$ cat src/design/smpq_pkg.sv
package smpq_pkg;

  localparam int QUEUE_DEPTH_DEF = 16;
  localparam int DATA_W          = 32;
  localparam int STATUS_W        = 2;
  localparam int OCC_W           = 5;

  localparam logic FUNC_INSERT = 1'b0;
  localparam logic FUNC_DELETE = 1'b1;

  localparam logic [STATUS_W-1:0] ST_INSERTED  = 2'd0;
  localparam logic [STATUS_W-1:0] ST_REMOVED   = 2'd1;
  localparam logic [STATUS_W-1:0] ST_UNDERFLOW = 2'd2;
  localparam logic [STATUS_W-1:0] ST_FULL      = 2'd3;

  typedef logic signed [DATA_W-1:0] word_t;

  typedef struct packed {
    logic ins;
    logic del;
  } smpq_op_t;

endpackage

$ cat src/design/smpq_if.sv
interface smpq_in_if import smpq_pkg::*; ();
  logic  valid;
  logic  ready;
  logic  func;
  word_t in_value;
  word_t in_priority;

  modport source (output valid, func, in_value, in_priority, input ready);
  modport sink   (input valid, func, in_value, in_priority, output ready);
endinterface

interface smpq_out_if import smpq_pkg::*; ();
  logic                valid;
  logic                ready;
  logic [STATUS_W-1:0] status;
  word_t               out_value;
  word_t               out_priority;
  logic [OCC_W-1:0]    occupancy;

  modport source (output valid, status, out_value, out_priority, occupancy, input ready);
  modport sink   (input valid, status, out_value, out_priority, occupancy, output ready);
endinterface

$ cat src/design/smpq_cell.sv
module smpq_cell import smpq_pkg::*; (
  input  logic     clk,
  input  smpq_op_t op,
  input  logic     occupied,
  input  word_t    new_value,
  input  word_t    new_prio,
  input  logic     left_after,
  input  word_t    left_value,
  input  word_t    left_prio,
  input  word_t    right_value,
  input  word_t    right_prio,
  output word_t    value,
  output word_t    prio,
  output logic     after
);

  // new pair goes behind this entry when it is stored with equal or smaller priority
  assign after = occupied && (prio <= new_prio);

  always_ff @(posedge clk) begin
    if (op.ins && !after) begin
      if (left_after) begin
        value <= new_value;
        prio  <= new_prio;
      end else begin
        value <= left_value;
        prio  <= left_prio;
      end
    end else if (op.del) begin
      value <= right_value;
      prio  <= right_prio;
    end
  end

endmodule

$ cat src/design/stable_min_priority_queue.sv
// Bounded stable priority queue built as a row of QUEUE_DEPTH compare-and-shift
// cells, front at cell 0. Every cell compares its priority with the incoming one
// and either holds, takes the new pair or takes its neighbour's, so an insert or a
// delete completes whatever the fill level; one transfer is accepted per cycle
// while rsp is free; its result appears in the output register on the next cycle.
// Equal priorities leave in arrival order. Delete on empty reports underflow,
// insert on full is refused; out_value and out_priority are zero except on removal.
module stable_min_priority_queue import smpq_pkg::*; #(
  parameter int QUEUE_DEPTH = QUEUE_DEPTH_DEF
) (
  input  logic              clk,
  input  logic              rst,
  smpq_in_if.sink           req,
  smpq_out_if.source        rsp
);

  localparam int CNT_W = $clog2(QUEUE_DEPTH + 1);
  localparam int EXT_W = (CNT_W > OCC_W) ? CNT_W : OCC_W;

  logic [CNT_W-1:0] count;
  logic [CNT_W-1:0] count_next;
  logic [EXT_W-1:0] count_ext;
  logic             accept;
  logic             full;
  logic             empty;
  smpq_op_t         op;

  word_t cell_value [QUEUE_DEPTH];
  word_t cell_prio  [QUEUE_DEPTH];
  logic  cell_after [QUEUE_DEPTH];

  assign accept    = req.valid && req.ready;
  assign req.ready = !rst && (!rsp.valid || rsp.ready);
  assign full      = (count == CNT_W'(QUEUE_DEPTH));
  assign empty     = (count == '0);
  assign op.ins    = accept && (req.func == FUNC_INSERT) && !full;
  assign op.del    = accept && (req.func == FUNC_DELETE) && !empty;

  always_comb begin
    count_next = count;
    if (op.ins) begin
      count_next = count + 1'b1;
    end else if (op.del) begin
      count_next = count - 1'b1;
    end
  end

  assign count_ext = EXT_W'(count_next);

  for (genvar i = 0; i < QUEUE_DEPTH; i++) begin : g_cell
    logic  occ;
    logic  l_after;
    word_t l_value;
    word_t l_prio;
    word_t r_value;
    word_t r_prio;

    assign occ = (CNT_W'(i) < count);

    if (i == 0) begin : g_head
      assign l_after = 1'b1;
      assign l_value = req.in_value;
      assign l_prio  = req.in_priority;
    end else begin : g_body
      assign l_after = cell_after[i-1];
      assign l_value = cell_value[i-1];
      assign l_prio  = cell_prio[i-1];
    end

    if (i == QUEUE_DEPTH - 1) begin : g_tail
      assign r_value = '0;
      assign r_prio  = '0;
    end else begin : g_mid
      assign r_value = cell_value[i+1];
      assign r_prio  = cell_prio[i+1];
    end

    smpq_cell u_cell (
      .clk         (clk),
      .op          (op),
      .occupied    (occ),
      .new_value   (req.in_value),
      .new_prio    (req.in_priority),
      .left_after  (l_after),
      .left_value  (l_value),
      .left_prio   (l_prio),
      .right_value (r_value),
      .right_prio  (r_prio),
      .value       (cell_value[i]),
      .prio        (cell_prio[i]),
      .after       (cell_after[i])
    );
  end

  always_ff @(posedge clk) begin
    if (rst) begin
      count     <= '0;
      rsp.valid <= 1'b0;
    end else begin
      count <= count_next;
      if (accept) begin
        rsp.valid <= 1'b1;
      end else if (rsp.ready) begin
        rsp.valid <= 1'b0;
      end
    end
  end

  always_ff @(posedge clk) begin
    if (accept) begin
      rsp.occupancy    <= count_ext[OCC_W-1:0];
      rsp.out_value    <= '0;
      rsp.out_priority <= '0;
      if (req.func == FUNC_INSERT) begin
        rsp.status <= full ? ST_FULL : ST_INSERTED;
      end else if (empty) begin
        rsp.status <= ST_UNDERFLOW;
      end else begin
        rsp.status       <= ST_REMOVED;
        rsp.out_value    <= cell_value[0];
        rsp.out_priority <= cell_prio[0];
      end
    end
  end

endmodule
$ cat src/flat_wrapper.sv
// flat-port wrapper written by rule: the top's interface ports become plain ports
module stable_min_priority_queue_flat import smpq_pkg::*;
#(
  parameter int QUEUE_DEPTH = QUEUE_DEPTH_DEF
)
  (clk, rst, req_valid, req_func, req_in_value, req_in_priority, req_ready, rsp_valid, rsp_status, rsp_out_value, rsp_out_priority, rsp_occupancy, rsp_ready);
  smpq_in_if req_i ();
  smpq_out_if rsp_i ();
  input  logic clk;
  input  logic rst;
  input wire logic [$bits(req_i.valid)-1:0] req_valid;
  input wire logic [$bits(req_i.func)-1:0] req_func;
  input wire logic [$bits(req_i.in_value)-1:0] req_in_value;
  input wire logic [$bits(req_i.in_priority)-1:0] req_in_priority;
  output wire logic [$bits(req_i.ready)-1:0] req_ready;
  output wire logic [$bits(rsp_i.valid)-1:0] rsp_valid;
  output wire logic [$bits(rsp_i.status)-1:0] rsp_status;
  output wire logic [$bits(rsp_i.out_value)-1:0] rsp_out_value;
  output wire logic [$bits(rsp_i.out_priority)-1:0] rsp_out_priority;
  output wire logic [$bits(rsp_i.occupancy)-1:0] rsp_occupancy;
  input wire logic [$bits(rsp_i.ready)-1:0] rsp_ready;
  assign req_i.valid = req_valid;
  assign req_i.func = req_func;
  assign req_i.in_value = req_in_value;
  assign req_i.in_priority = req_in_priority;
  assign req_ready = req_i.ready;
  assign rsp_valid = rsp_i.valid;
  assign rsp_status = rsp_i.status;
  assign rsp_out_value = rsp_i.out_value;
  assign rsp_out_priority = rsp_i.out_priority;
  assign rsp_occupancy = rsp_i.occupancy;
  assign rsp_i.ready = rsp_ready;
  stable_min_priority_queue #(.QUEUE_DEPTH(QUEUE_DEPTH)) u_core (.clk(clk), .rst(rst), .req(req_i), .rsp(rsp_i));
endmodule
$ cat config.mk
export PLATFORM = sky130hd
export DESIGN_NAME = stable_min_priority_queue_flat
export DESIGN_NICKNAME = d
export VERILOG_FILES = /design/src/design/smpq_pkg.sv /design/src/design/smpq_if.sv /design/src/design/smpq_cell.sv /design/src/design/stable_min_priority_queue.sv /design/src/flat_wrapper.sv
export SDC_FILE = /design/constraint.sdc
export NUM_CORES = 2
export LEC_CHECK = 0
export ABC_AREA = 0
export BUFFER_PORTS_ARGS = -buffer_cell sky130_fd_sc_hd__buf_2
export CORE_MARGIN = 8
export CORE_UTILIZATION = 55
export DETAILED_ROUTE_END_ITERATION = 8
export PLACE_DENSITY = 0.71
export SYNTH_ARGS = -nofsm -noshare
export SYNTH_HDL_FRONTEND = slang
export SYNTH_SLANG_ARGS = --single-unit
$ cat constraint.sdc
create_clock -name clk -period 10.3 [get_ports clk]
set_clock_uncertainty 0.1 [all_clocks]
set_input_delay 2.06 -clock clk [delete_from_list [all_inputs] [get_ports clk]]
set_output_delay 2.06 -clock clk [all_outputs]
set_load 0.01 [all_outputs]
==> metrics.sh <==
LAYOUT_SETUP_WS_NS=3.15
NETLIST.TOP_CELL.BY_AREA='edfxtp_1'
DETAIL_ROUTE.ITER0.VIOLATIONS=6718
INTPOWER_W=0.00819
SEQ_POWER_SHARE=0.476
DR.PASS1.ITERS=7
LAYOUT_CELL_AREA_EXCL_FILL_UM2=71700
REGISTER_AREA_SHARE_AFTER_SYNTHESIS=0.500
GRT_SETUP_UNREPAIRED='false'
POST_SYNTH_MAIN_AREA_CONTRIBUTORS='edfxtp_1, mux2i_1, ha_1'
MAXSLEWHEADROOM=0.146
CTS_HOLD_BUF=0
DRT.ANTENNA.VIOLATING_NETS=0
CTS-ROOT-BUF='clkbuf_16'
CRITICAL_PATH_PEAK_FANOUT=45
P_SWITCHING_W=0.00325
MAPPEDNETLISTAREA_UM2=66000
PLACEMENT.IO_BUFFERS=141
DIEHEIGHT_UM=362
AREAGROWTHSYNTHTOFINISH_PCT=8.69
HOLD_WC_PATH_TYPE='reg2reg'
PEAKVDDDROP_mV=0.155
POWER.COMBINATIONAL.FRACTION=0.138
PERIOD_NEEDED_NS=7.15
R2R.WORST_PATH.CELLS=9
SW_FRAC_OF_TOTAL=0.284
NUM_CTS_BUFFERS=119
HPWLAFTERDP_MM=151
VIAS=51637
TIMING.CRITICAL_PATH.ARRIVAL_NS=7.45
CTS.CLK_SLEW.WORST_PATHS_NS=0.06
GLOBALROUTE.TOTALOVERFLOW=0
SYNTH_MOST_COMMON_CELL='edfxtp_1'
END_KIND='register'
GRT_PASS1_VIAS=49440
POSTSYNTH.ASYNCRESETSHARE=0
FLOORPLAN.DIE.WIDTH_UM=362
POSTCTSRESIZEDCELLS=0
TRITONCTS='done'
CRITICAL-PATH-MAX-STAGE-DELAY_NS=1.01
CPMAXSTAGEDELAYCELL='nor4_1'
MAPPEDNETLISTNETS=6709
DRIVE_ABOVE_1_SHARE=0.0786
SYNTH_EDF_COUNT=1095
POST-ROUTE-DRC-COUNT=0
R2R_SLACK_NS=4.90
CLOCK.FMAX_GHz=0.140
CLOCK_SINKS=1101
CRIT_END='u_core.g_cell[10].u_cell.value[28]$_DFFE_PP_'
FP.DIEAREA_UM2=131000
PLACE.GP.CONGESTION=1.01
GRT_ANTENNA_BEFORE_REPAIR=12
REG2REG_FROM='u_core.g_cell[10].u_cell.prio[15]$_DFFE_PP_'
ROUTEDWLPERCELL_UM=29.8
GRT_START_MAX_NET_PINS=129
WORST_SETUP_TIMING_SLACK_AT_THE_PLACEMENT_STAGE_NS=2.60
SYNTH_SEQ_CELLS=1101
POSTSYNTH.TOPFLOPCELL='edfxtp_1'
GRT_FIRST_PASS_WIRELENGTH_MM=337
CELLPOWERDENSITY_nW_PER_UM2=159
SYNTH_COMMONEST_CELLS='edfxtp_1, mux2i_1, a21oi_1'
CAP_VIOL_MAX_COUNT=0
SYNTH_CELL_TYPE_COUNT=77
CRIT_REQUIRED_NS=10.60
CORE_AREA_UM2=119000
P_CLK_FRAC=0.386
SYN_INST_COUNT=6125
REPORT.FINAL.SETUP_VIOL=0
SYNTHESIS.YOSYS.WARNINGS=0
LAYOUT.NETS=6640
SYNTHDOMINANTCELLAREASHARE=0.498
CTS-HTREE-LEVELS=3
FINAL.SETUP.TNS_NS=0
WORST-SETUP-PATH-TYPE='in2reg'
R2R_END='u_core.g_cell[10].u_cell.value[28]$_DFFE_PP_'
START_UTIL=0.552
OUTCOME='completed'
CTS.REPAIR_TIMING.SETUP_BUFFER_COUNT=0
IO_PINS=142
WORST_SETUP_PATH_STARTPOINT='req_in_priority[9]'
NUMBER_OF_HOLD_SLACK_VIOLATIONS_IN_THE_FINAL_TIMING_REPORT=0
CLK_LATENCY_NS=0.80
DRT-VIAS-PER-INSTANCE=6.64
LEAKAGE_POWER_TOTAL_nW=30.0
SYNTHESIS.AREA_PER_INSTANCE_UM2=10.8
FIN_HOLD_WS_NS=0.452
CLOCKBUFFERDEPTH=3
WORSTMARGINPINSLEW_NS=1.26
DRT-TOTAL-WL_MM=232
GRT.TOTAL_USAGE=0.342
FINALMAXSLEWVIOLATIONS=0
FINAL_MIN_PERIOD_OVER_CLOCK_PERIOD=0.694
DPL_CELL_AREA_UM2=67800
PLACEMENT_ROWS=127
CRIT_PATH_START_KIND='input pin'
CRIT_CHAIN='buf_2, inv_1, ha_1, nand4_1, nor4_1, nand3_1, and2_1, a221oi_1, and2_2, o21ai_4, buf_4'
-- layout make-up --
class | count | area (um2)
Clock buffer | 155 | 3210
Inverter | 76 | 288
Timing Repair Buffer | 237 | 1450
Sequential cell | 1101 | 33000
Tap cell | 1612 | 2020
Fill cell | 9971 | 47800
Antenna cell | 8 | 20.0
Clock inverter | 70 | 724
Multi-Input combinational cell | 4521 | 31000
-- cell usage in the layout (no fill, tap or decap), types with 7 or more instances in the layout --
cell	netlist	routed
nand2_1	526	515
a211o_1	8	8
clkinvlp_4	0	7
o21ai_1	224	221
clkinv_2	0	26
and4_1	18	18
clkinv_1	0	17
clkbuf_1	246	29
a31oi_1	136	134
clkbuf_16	0	121
inv_1	76	74
nor3_1	19	16
diode_2	0	8
o21ai_0	251	249
nand3_1	41	39
ha_1	515	515
and2_1	68	65
or2_4	0	8
nor2_1	668	667
nand2b_1	8	7
bufinv_16	0	9
nand4_1	96	96
edfxtp_1	1095	1095
o211ai_1	17	17
buf_2	115	141
nor4_1	12	12
buf_4	31	94
a221o_1	8	8
nand2_4	0	10
a221oi_1	10	10
mux2i_1	834	834
nor2b_1	30	30
o21a_1	15	14
a21oi_1	798	795
mux2_1	33	33
a211oi_1	14	14
a21o_1	58	58
-- per-stage QoR --
stage          power, W   util  std cells
2_1_floorplan   0.00645      -       6125
3_3_place_gp    0.00702  0.567       7547
3_5_place_dp    0.00706  0.567       7547
4_1_cts          0.0114  0.600       7772
5_1_grt          0.0117  0.600       7772
6_report         0.0114  0.600       7780
-- critical path, delay by kind of cell --
kind            cells  cell delay (ns)
simple gates        5             2.49
buf+inv             3             1.30
compound gates      2             0.99
fa+ha+maj           1             0.50
-- state kept, by name, indices dropped and copies added, names as in the netlist --
| signal | cells |
|---|---|
| u_core.count | 5 |
| u_core.g_cell.u_cell.prio | 512 |
| u_core.g_cell.u_cell.value | 512 |
| u_core.rsp.occupancy | 5 |
| u_core.rsp.out_priority | 32 |
| u_core.rsp.out_value | 32 |
| u_core.rsp.status | 2 |
| u_core.rsp.valid | 1 |
-- cell families (layout without fill, tap and decap cells) --
logic type | count (synthesis) | after routing | synth area share
AO/OA/AOI/OAI | 1605 | 1605 | 0.134
AND/OR/NAND/NOR | 1530 | 1530 | 0.100
flip-flops | 1101 | 1101 | 0.500
multiplexers | 867 | 867 | 0.132
adder cells (fa/ha/maj) | 515 | 515 | 0.0977
buffers and inverters | 503 | 538 | 0.0351
XOR/XNOR | 4 | 4 | 0.000531
other | 0 | 8 | 0
-- worst min-delay path by stage --
stage / endpoint / depth (start not counted) / startpoint
floorplan: u_core.g_cell[9].u_cell.value[22]$_DFFE_PP_ / 2 / u_core.g_cell[10].u_cell.value[22]$_DFFE_PP_
global placement: u_core.g_cell[9].u_cell.value[2]$_DFFE_PP_ / 2 / u_core.g_cell[10].u_cell.value[2]$_DFFE_PP_
detailed placement: u_core.rsp.out_value[20]$_SDFFCE_PP0P_ / 1 / u_core.g_cell[0].u_cell.value[20]$_DFFE_PP_
CTS: u_core.rsp.out_value[20]$_SDFFCE_PP0P_ / 1 / u_core.g_cell[0].u_cell.value[20]$_DFFE_PP_
global route: u_core.rsp.out_value[29]$_SDFFCE_PP0P_ / 1 / u_core.g_cell[0].u_cell.value[29]$_DFFE_PP_
finish: u_core.rsp.out_value[20]$_SDFFCE_PP0P_ / 1 / u_core.g_cell[0].u_cell.value[20]$_DFFE_PP_
-- per-layer routing --
metal | routed length, um | track usage | vias to the layer above
met1 | 92000 | 0.455 | 25225
li1 | - | - | 22805
met3 | 23100 | 0.0697 | 634
met4 | 13300 | 0.176 | 6
met2 | 104000 | 0.531 | 2967
met5 | 41 | 0 | -
-- power by group through the flow --
stage | Clock [W] | Sequential, W | Combinational (W)
6_report | 0.00442 | 0.00544 | 0.00158
5_1_grt | 0.00458 | 0.00545 | 0.00171
4_1_cts | 0.00444 | 0.00543 | 0.00155
3_5_place_dp | 0 | 0.00552 | 0.00154
3_3_place_gp | 0 | 0.00552 | 0.00150
2_1_floorplan | 0 | 0.00545 | 0.000995
Power figures use the tool's default switching activity.
